[src/rtl/assert_macros.svh]
// Assertion helpers, compiled away in synthesis.
`ifndef ASSERT_MACROS_SVH
`define ASSERT_MACROS_SVH
`ifndef SYNTHESIS
// Check a property on every rising edge outside reset.
`define ASSERT_PROP(lbl, c, r, p) \
  lbl: assert property (@(posedge c) disable iff (!r) (p)) else $error("assertion failed");
// Check that b holds on the edge after a.
`define ASSERT_NEXT(lbl, c, r, a, b) \
  lbl: assert property (@(posedge c) disable iff (!r) (a) |=> (b)) else $error("assertion failed");
`else
`define ASSERT_PROP(lbl, c, r, p)
`define ASSERT_NEXT(lbl, c, r, a, b)
`endif
`endif

[src/rtl/sha256_pkg.sv]
`default_nettype none
package sha256_pkg;

  typedef struct packed {
    logic [7:0] data_byte;
    logic       has_byte;
    logic       last;
  } in_t;

  typedef struct packed {
    logic [31:0] digest_word;
    logic [2:0]  word_index;
    logic        last_word;
  } out_t;

  // working variables a..h, index 0 is a
  typedef logic [7:0][31:0] wv_t;

  typedef struct packed {
    logic       byte_en;
    logic [7:0] byte_val;
    logic       round_en;
  } sched_ctl_t;

  typedef enum logic [2:0] {
    ST_IDLE,
    ST_PAD,
    ST_LEN,
    ST_COMP,
    ST_FOLD,
    ST_OUT
  } state_t;

  localparam logic [7:0] PAD_MARK      = 8'h80;
  localparam logic [7:0] PAD_ZERO      = 8'h00;
  localparam logic [5:0] POS_LEN_START = 6'd56;
  localparam logic [5:0] POS_LAST      = 6'd63;
  localparam logic [5:0] RND_LAST      = 6'd63;
  localparam logic [2:0] LAST_WORD_IDX = 3'd7;

  function automatic logic [31:0] big_sig0(input logic [31:0] x);
    return {x[1:0], x[31:2]} ^ {x[12:0], x[31:13]} ^ {x[21:0], x[31:22]};
  endfunction

  function automatic logic [31:0] big_sig1(input logic [31:0] x);
    return {x[5:0], x[31:6]} ^ {x[10:0], x[31:11]} ^ {x[24:0], x[31:25]};
  endfunction

  function automatic logic [31:0] small_sig0(input logic [31:0] x);
    return {x[6:0], x[31:7]} ^ {x[17:0], x[31:18]} ^ {3'b000, x[31:3]};
  endfunction

  function automatic logic [31:0] small_sig1(input logic [31:0] x);
    return {x[16:0], x[31:17]} ^ {x[18:0], x[31:19]} ^ {10'b0, x[31:10]};
  endfunction

  function automatic logic [31:0] init_hash(input logic [2:0] i);
    logic [31:0] h;
    case (i)
      3'd0: h = 32'h6a09e667;
      3'd1: h = 32'hbb67ae85;
      3'd2: h = 32'h3c6ef372;
      3'd3: h = 32'ha54ff53a;
      3'd4: h = 32'h510e527f;
      3'd5: h = 32'h9b05688c;
      3'd6: h = 32'h1f83d9ab;
      3'd7: h = 32'h5be0cd19;
      default: h = 32'h0;
    endcase
    return h;
  endfunction

  function automatic logic [31:0] round_k(input logic [5:0] r);
    logic [31:0] k;
    case (r)
      6'd0:  k = 32'h428a2f98;  6'd1:  k = 32'h71374491;
      6'd2:  k = 32'hb5c0fbcf;  6'd3:  k = 32'he9b5dba5;
      6'd4:  k = 32'h3956c25b;  6'd5:  k = 32'h59f111f1;
      6'd6:  k = 32'h923f82a4;  6'd7:  k = 32'hab1c5ed5;
      6'd8:  k = 32'hd807aa98;  6'd9:  k = 32'h12835b01;
      6'd10: k = 32'h243185be;  6'd11: k = 32'h550c7dc3;
      6'd12: k = 32'h72be5d74;  6'd13: k = 32'h80deb1fe;
      6'd14: k = 32'h9bdc06a7;  6'd15: k = 32'hc19bf174;
      6'd16: k = 32'he49b69c1;  6'd17: k = 32'hefbe4786;
      6'd18: k = 32'h0fc19dc6;  6'd19: k = 32'h240ca1cc;
      6'd20: k = 32'h2de92c6f;  6'd21: k = 32'h4a7484aa;
      6'd22: k = 32'h5cb0a9dc;  6'd23: k = 32'h76f988da;
      6'd24: k = 32'h983e5152;  6'd25: k = 32'ha831c66d;
      6'd26: k = 32'hb00327c8;  6'd27: k = 32'hbf597fc7;
      6'd28: k = 32'hc6e00bf3;  6'd29: k = 32'hd5a79147;
      6'd30: k = 32'h06ca6351;  6'd31: k = 32'h14292967;
      6'd32: k = 32'h27b70a85;  6'd33: k = 32'h2e1b2138;
      6'd34: k = 32'h4d2c6dfc;  6'd35: k = 32'h53380d13;
      6'd36: k = 32'h650a7354;  6'd37: k = 32'h766a0abb;
      6'd38: k = 32'h81c2c92e;  6'd39: k = 32'h92722c85;
      6'd40: k = 32'ha2bfe8a1;  6'd41: k = 32'ha81a664b;
      6'd42: k = 32'hc24b8b70;  6'd43: k = 32'hc76c51a3;
      6'd44: k = 32'hd192e819;  6'd45: k = 32'hd6990624;
      6'd46: k = 32'hf40e3585;  6'd47: k = 32'h106aa070;
      6'd48: k = 32'h19a4c116;  6'd49: k = 32'h1e376c08;
      6'd50: k = 32'h2748774c;  6'd51: k = 32'h34b0bcb5;
      6'd52: k = 32'h391c0cb3;  6'd53: k = 32'h4ed8aa4a;
      6'd54: k = 32'h5b9cca4f;  6'd55: k = 32'h682e6ff3;
      6'd56: k = 32'h748f82ee;  6'd57: k = 32'h78a5636f;
      6'd58: k = 32'h84c87814;  6'd59: k = 32'h8cc70208;
      6'd60: k = 32'h90befffa;  6'd61: k = 32'ha4506ceb;
      6'd62: k = 32'hbef9a3f7;  6'd63: k = 32'hc67178f2;
      default: k = 32'h0;
    endcase
    return k;
  endfunction

endpackage
`default_nettype wire

[src/rtl/sha256_sched.sv]
`default_nettype none
// Block buffer and message schedule window in one 512-bit shift line.
module sha256_sched (
  input  wire logic                   clk,
  input  wire sha256_pkg::sched_ctl_t ctl,
  output logic [31:0]                 w0
);

  logic [511:0] blk_r;
  logic [31:0]  w_new;

  // word i of the window sits at blk_r[511-32*i -: 32]
  assign w0 = blk_r[511:480];

  assign w_new = sha256_pkg::small_sig1(blk_r[511-32*14 -: 32]) + blk_r[511-32*9 -: 32]
               + sha256_pkg::small_sig0(blk_r[511-32*1 -: 32]) + blk_r[511:480];

  always_ff @(posedge clk) begin
    if (ctl.byte_en) begin
      blk_r <= {blk_r[503:0], ctl.byte_val};
    end else if (ctl.round_en) begin
      blk_r <= {blk_r[479:0], w_new};
    end
  end

endmodule
`default_nettype wire

[src/rtl/sha256_round.sv]
`default_nettype none
// One compression round on the working variables.
module sha256_round (
  input  wire sha256_pkg::wv_t v,
  input  wire logic [31:0]     k_word,
  input  wire logic [31:0]     w_word,
  output sha256_pkg::wv_t      v_nxt
);

  logic [31:0] ch;
  logic [31:0] maj;
  logic [31:0] t1;
  logic [31:0] t2;

  assign ch  = (v[4] & v[5]) ^ (~v[4] & v[6]);
  assign maj = (v[0] & v[1]) ^ (v[0] & v[2]) ^ (v[1] & v[2]);
  assign t1  = v[7] + sha256_pkg::big_sig1(v[4]) + ch + k_word + w_word;
  assign t2  = sha256_pkg::big_sig0(v[0]) + maj;

  always_comb begin
    v_nxt[7] = v[6];
    v_nxt[6] = v[5];
    v_nxt[5] = v[4];
    v_nxt[4] = v[3] + t1;
    v_nxt[3] = v[2];
    v_nxt[2] = v[1];
    v_nxt[1] = v[0];
    v_nxt[0] = t1 + t2;
  end

endmodule
`default_nettype wire

[src/rtl/sha256_message_hasher_core.sv]
// SHA-256 of a byte stream. Message bytes shift into the block buffer; the 64th byte
// of a block adds the rounds and a chaining add on one shared round unit (in_ready low).
// A last item adds padding/length shifts before each of its one or two
// compressions, then eight digest words, one per out handshake; in_ready is low meanwhile.
// Synchronous active-low reset: idle, length zero, chaining state at the initial hash.
`default_nettype none
`include "assert_macros.svh"
module sha256_message_hasher_core (
  input  wire logic              clk,
  input  wire logic              rst_n,
  input  wire logic              in_valid,
  output logic                   in_ready,
  input  wire sha256_pkg::in_t   in_data,
  output logic                   out_valid,
  input  wire logic              out_ready,
  output sha256_pkg::out_t       out_data
);

  sha256_pkg::state_t     state_r, state_nxt;
  sha256_pkg::state_t     ret_r, ret_nxt;    // where to go after the chaining add
  logic [5:0]             pos_r;             // byte slot in the block buffer
  logic [60:0]            cnt_r;             // message length in bytes
  logic [5:0]             rnd_r;             // round counter
  logic [2:0]             idx_r;             // digest word being shown
  logic                   pad_first_r;       // next pad byte is the 0x80 marker
  logic [31:0]            chain_r [8];
  sha256_pkg::wv_t        wv_r;
  sha256_pkg::wv_t        wv_round;
  sha256_pkg::sched_ctl_t sched_ctl;
  logic [31:0]            w0;
  logic [63:0]            len_bits;
  logic [7:0]             len_byte;
  logic                   in_acc;
  logic                   out_acc;
  logic                   comp_start;

  assign in_acc   = in_valid && in_ready;
  assign out_acc  = out_valid && out_ready;
  assign len_bits = {cnt_r, 3'b000};
  // slots 56..63 take the length most significant byte first
  assign len_byte = len_bits[{~pos_r[2:0], 3'b000} +: 8];
  assign comp_start = (state_nxt == sha256_pkg::ST_COMP) && (state_r != sha256_pkg::ST_COMP);

  sha256_sched u_sched (
    .clk (clk),
    .ctl (sched_ctl),
    .w0  (w0)
  );

  sha256_round u_round (
    .v      (wv_r),
    .k_word (sha256_pkg::round_k(rnd_r)),
    .w_word (w0),
    .v_nxt  (wv_round)
  );

  // Next state
  always_comb begin
    state_nxt = state_r;
    ret_nxt   = ret_r;
    case (state_r)
      sha256_pkg::ST_IDLE: begin
        if (in_acc) begin
          if (in_data.has_byte && (pos_r == sha256_pkg::POS_LAST)) begin
            // full block: compress, then pad if this also ends the message
            state_nxt = sha256_pkg::ST_COMP;
            ret_nxt   = in_data.last ? sha256_pkg::ST_PAD : sha256_pkg::ST_IDLE;
          end else if (in_data.last) begin
            state_nxt = sha256_pkg::ST_PAD;
          end
        end
      end
      sha256_pkg::ST_PAD: begin
        if (!pad_first_r && (pos_r == sha256_pkg::POS_LEN_START)) begin
          state_nxt = sha256_pkg::ST_LEN;
        end else if (pos_r == sha256_pkg::POS_LAST) begin
          // marker left no room for the length: spare block follows
          state_nxt = sha256_pkg::ST_COMP;
          ret_nxt   = sha256_pkg::ST_PAD;
        end
      end
      sha256_pkg::ST_LEN: begin
        if (pos_r == sha256_pkg::POS_LAST) begin
          state_nxt = sha256_pkg::ST_COMP;
          ret_nxt   = sha256_pkg::ST_OUT;
        end
      end
      sha256_pkg::ST_COMP: begin
        if (rnd_r == sha256_pkg::RND_LAST) begin
          state_nxt = sha256_pkg::ST_FOLD;
        end
      end
      sha256_pkg::ST_FOLD: begin
        state_nxt = ret_r;
      end
      sha256_pkg::ST_OUT: begin
        if (out_acc && (idx_r == sha256_pkg::LAST_WORD_IDX)) begin
          state_nxt = sha256_pkg::ST_IDLE;
        end
      end
      default: begin
        state_nxt = sha256_pkg::ST_IDLE;
      end
    endcase
  end

  // Outputs and buffer control
  always_comb begin
    in_ready              = 1'b0;
    out_valid             = 1'b0;
    sched_ctl.byte_en     = 1'b0;
    sched_ctl.byte_val    = in_data.data_byte;
    sched_ctl.round_en    = 1'b0;
    out_data.digest_word  = chain_r[idx_r];
    out_data.word_index   = idx_r;
    out_data.last_word    = (idx_r == sha256_pkg::LAST_WORD_IDX);
    case (state_r)
      sha256_pkg::ST_IDLE: begin
        in_ready          = 1'b1;
        sched_ctl.byte_en = in_valid && in_data.has_byte;
      end
      sha256_pkg::ST_PAD: begin
        sched_ctl.byte_en  = pad_first_r || (pos_r != sha256_pkg::POS_LEN_START);
        sched_ctl.byte_val = pad_first_r ? sha256_pkg::PAD_MARK : sha256_pkg::PAD_ZERO;
      end
      sha256_pkg::ST_LEN: begin
        sched_ctl.byte_en  = 1'b1;
        sched_ctl.byte_val = len_byte;
      end
      sha256_pkg::ST_COMP: begin
        sched_ctl.round_en = 1'b1;
      end
      sha256_pkg::ST_OUT: begin
        out_valid = 1'b1;
      end
      default: begin
        in_ready = 1'b0;
      end
    endcase
  end

  always_ff @(posedge clk) begin
    if (!rst_n) begin
      state_r     <= sha256_pkg::ST_IDLE;
      ret_r       <= sha256_pkg::ST_IDLE;
      pos_r       <= '0;
      cnt_r       <= '0;
      rnd_r       <= '0;
      idx_r       <= '0;
      pad_first_r <= 1'b0;
      for (int i = 0; i < 8; i++) begin
        chain_r[i] <= sha256_pkg::init_hash(3'(i));
      end
    end else begin
      state_r <= state_nxt;
      ret_r   <= ret_nxt;
      // advance the slot on every byte shifted into the buffer
      if (sched_ctl.byte_en) begin
        pos_r <= pos_r + 6'd1;
      end
      if (in_acc && in_data.has_byte) begin
        cnt_r <= cnt_r + 61'd1;
      end
      if (in_acc && in_data.last) begin
        pad_first_r <= 1'b1;
      end else if ((state_r == sha256_pkg::ST_PAD) && sched_ctl.byte_en) begin
        pad_first_r <= 1'b0;
      end
      // wraps back to zero after the last round
      if (state_r == sha256_pkg::ST_COMP) begin
        rnd_r <= rnd_r + 6'd1;
      end
      if (state_r == sha256_pkg::ST_FOLD) begin
        idx_r <= '0;
        for (int i = 0; i < 8; i++) begin
          chain_r[i] <= chain_r[i] + wv_r[i];
        end
      end
      if (out_acc) begin
        idx_r <= idx_r + 3'd1;
        // digest delivered: drop the chaining state and length for the next message
        if (idx_r == sha256_pkg::LAST_WORD_IDX) begin
          cnt_r <= '0;
          for (int i = 0; i < 8; i++) begin
            chain_r[i] <= sha256_pkg::init_hash(3'(i));
          end
        end
      end
    end
  end

  // Working variables: load from the chaining state, then one round a cycle
  always_ff @(posedge clk) begin
    if (comp_start) begin
      for (int i = 0; i < 8; i++) begin
        wv_r[i] <= chain_r[i];
      end
    end else if (state_r == sha256_pkg::ST_COMP) begin
      wv_r <= wv_round;
    end
  end

  `ASSERT_PROP(a_no_in_during_out, clk, rst_n, !(in_ready && out_valid))
  `ASSERT_NEXT(a_comp_from_round0, clk, rst_n, comp_start, rnd_r == 6'd0)
  `ASSERT_PROP(a_out_block_aligned, clk, rst_n, !out_valid || (pos_r == 6'd0))
  `ASSERT_NEXT(a_idle_after_digest, clk, rst_n, out_acc && out_data.last_word, in_ready)

endmodule
`default_nettype wire
[config.mk]
export PLATFORM = sky130hd
export DESIGN_NAME = sha256_message_hasher_core
export DESIGN_NICKNAME = d
export VERILOG_FILES = /design/src/rtl/sha256_pkg.sv /design/src/rtl/sha256_sched.sv /design/src/rtl/sha256_round.sv /design/src/rtl/sha256_message_hasher_core.sv
export VERILOG_INCLUDE_DIRS = /design/src /design/src/rtl
export SDC_FILE = /design/constraint.sdc
export NUM_CORES = 2
export LEC_CHECK = 0
export BUFFER_PORTS_ARGS = -buffer_cell sky130_fd_sc_hd__buf_2
export CAP_MARGIN = 20
export CORE_ASPECT_RATIO = 1.75
export CORE_MARGIN = 10
export CORE_UTILIZATION = 59
export CTS_CLUSTER_DIAMETER = 100
export DETAILED_ROUTE_END_ITERATION = 8
export PLACE_DENSITY_LB_ADDON = 0.25
export REMOVE_ABC_BUFFERS = 1
export SYNTH_ARGS = -nofsm -noshare
export SYNTH_HDL_FRONTEND = slang
export SYNTH_SLANG_ARGS = --single-unit
[constraint.sdc]
create_clock -name clk -period 22.7 [get_ports clk]
set_input_delay 4.54 -clock clk [delete_from_list [all_inputs] [get_ports clk]]
set_output_delay 4.54 -clock clk [all_outputs]
set_load 0.02 [all_outputs]
==> results.py <==
metrics = {
    "drt": {
        "drt_iter0_markers": 4962,
        "vias": 58500,
        "ant_nets": 0,
        "drc_errors": 0,
        "wire_per_inst_um": 25.4,
        "routed_via_density": 6.22,
        "routed_wl_um": 239000,
        "dr.pass1.iters": 6,
    },
    "floorplanning": {
        "fp.dieW_um": 290,
        "dieArea_um2": 143000,
        "placementRows": 173,
        "die_h_um": 493,
        "core_um2": 127000,
        "io_pins": 52,
        "start_util": 0.594,
    },
    "timing": {
        "slew_headroom": 0.220,
        "fin_crit_sh": 0.398,
        "min_period_ns": 9.05,
        "finClkSkew_ns": 0.0492,
        "setup_viol": 0,
        "timing.fmax_ghz": 0.111,
        "worst_pin_slew_ns": 1.17,
        "hold_viol": 0,
        "slew_violations": 0,
        "setup_tns_ns": 0,
        "whs_ns": 0.497,
        "rsz0062_at_grt": "false",
    },
    "clock_network": {
        "cts-root-buf": "clkbuf_16",
        "ctsHoldBuffers": 0,
        "cts-buffers-inserted": 108,
        "clk_pin_slew_worst_paths_ns": 0.07,
        "clockBufferDepth": 3,
        "htreeDepth": 3,
        "cts_tree": "built",
        "clkLatencyLatePin_ns": 0.77,
        "postCtsSetupRepairBufs": 0,
        "cts.repair.resized": 0,
        "cts_sinks": 1141,
    },
    "synthesis": {
        "synth.cell_area_um2": 75300,
        "synth-seq-cells": 1141,
        "synth_edf_count": 896,
        "synth_top_area_share": 0.357,
        "synthFlopType": "edfxtp_1",
        "synth.avg_cell_area_um2": 9.62,
        "yosysMostFrequentCell": "nand2_1",
        "ys_async_sr_fraction": 0,
        "synth.area.top_cells": "edfxtp_1, nand2_1, ha_1",
        "synthCells": 7828,
        "ys_warn_count": 0,
        "ys_types": 102,
        "yosysTopAreaCell": "edfxtp_1",
        "seq_area_frac_synth": 0.422,
        "synth_common_cells": "nand2_1, edfxtp_1, inv_1",
    },
    "layout": {
        "post-route-cell-area_um2": 80400,
        "syn2layout_area_growth_pct": 6.71,
        "drive_gt1_frac": 0.0924,
        "fillers": 10600,
        "multiInputGateArea_um2": 40400,
        "layout.nets": 8248,
        "ff_latch_area_um2": 31800,
    },
    "critical_path": {
        "slowest_delay_ns": 0.57,
        "crit_top_cell": "fa_1",
        "cp-start-kind": "register",
        "crit_path_top_delay_cell": "fa_1",
        "cp.arrival_ns": 9.53,
        "crit_path_end_kind": "register",
        "critical_path_required_ns": 23.18,
        "crit_fanout": 6,
        "critPathKind": "register to register",
    },
    "global_routing": {
        "antenna_found_initial": 4,
        "overflow": 0,
        "grt_pass1_vias": 59100,
        "grtUsageTotal": 0.326,
        "grt_max_degree": 237,
        "grt_pass1_wl_um": 357000,
    },
    "flow_run": {
        "maxCapViolCount": 0,
    },
    "power_and_ir_drop": {
        "peakVddDrop_v": 0.0000883,
        "power.leakage_nw": 32.8,
        "p_per_area_nw_per_um2": 95.8,
    },
    "place": {
        "dp_hpwl_um": 177000,
        "io_buffers": 51,
        "gp_congestion": 1.02,
        "post_dp_cell_area_um2": 76700,
    },
    "hold_path": {
        "hold_class": "register to register",
    },
    "outcome": {
        "status": "finished clean",
    },
}
worst max-delay path, delay by kind of cell, from the launching register on:
kind / cells / cell delay [ns]
compound gates: 13 / 3.22
fa+ha+maj: 6 / 2.53
simple gates: 6 / 1.29
xor+xnor: 4 / 1.10
flops: 1 / 0.56
buf+inv: 1 / 0.04
routing by layer:
metal | track usage | routed length, µm
met2 | 0.571 | 120000
met4 | 0.314 | 27000
met3 | 0.0480 | 13500
met5 | 0 | 22
met1 | 0.328 | 78400
state kept, by name, summed over array words and instances, names as in the netlist, 2 cells and up, named ones only:
signal and count:
ret_r 2, chain_r 256, pos_r 6, wv_r 256, u_round.k_word 32, u_sched.blk_r 512
cnt_r 61, rnd_r 6, idx_r 3, state_r 3
area by class of cell:
| class | instances | share of cell area |
|---|---|---|
| Clock buffer | 151 | 0.0387 |
| Timing Repair Buffer | 133 | 0.0115 |
| Sequential cell | 1141 | 0.396 |
| Inverter | 412 | 0.0193 |
| Antenna cell | 1 | 0.0000311 |
| Multi-Input combinational cell | 5849 | 0.503 |
| Tap cell | 1662 | 0.0259 |
| Clock inverter | 55 | 0.00633 |
placed cells by master (no fill, tap or decap), drive strengths merged, types with 49 or more instances in the layout:
cell	count
a211oi	49
a21o	201
a21oi	411
buf	132
clkbuf	152
dfxtp	245
edfxtp	896
fa	195
ha	394
inv	422
mux2	258
mux4	77
nand2	1877
nand2b	74
nand3	120
nor2	351
nor3	115
o211ai	61
o21ai	431
xnor2	366
xor2	256
kinds of logic (layout without fill, tap and decap cells):
logic type / after synthesis / count (layout) / share of synthesized area
AND/OR/NAND/NOR: 2782 / 2782 / 0.154
AO/OA/AOI/OAI: 1501 / 1501 / 0.127
flip-flops: 1141 / 1141 / 0.422
buffers and inverters: 838 / 751 / 0.0427
XOR/XNOR: 622 / 622 / 0.0724
adder cells (fa/ha/maj): 593 / 593 / 0.118
multiplexers: 351 / 351 / 0.0637
other: 0 / 1 / 0
path summary, 6_finish.rpt:
check,cells after the start,end,slack (ns),start
min,2,chain_r[5][6],0.50,chain_r[5][6]
max reg2reg,30,wv_r[159],13.65,wv_r[135]
min reg2reg,2,chain_r[5][6],0.50,chain_r[5][6]
max,30,wv_r[159],13.65,wv_r[135]
through the flow:
step | total power, W | cells | utilization | setup slack, ns
after detailed placement | 0.00579 | 9195 | 0.605 | 13.29
final | 0.00770 | 9404 | 0.634 | 13.65
after global routing | 0.00813 | 9404 | 0.634 | 13.43
after CTS | 0.00769 | 9401 | 0.634 | 13.82
after floorplan | 0.00519 | 7402 | - | -34.73
after global placement | 0.00572 | 9195 | 0.605 | 13.42
power by group:
group          switching, W  leakage (nW)  internal (W)  total [W]
clock network      0.000868          1.76       0.00103    0.00190
registers          0.000169          10.5       0.00257    0.00274
logic               0.00182          20.6       0.00124    0.00306
No activity file was read; power rests on OpenSTA's default activity.
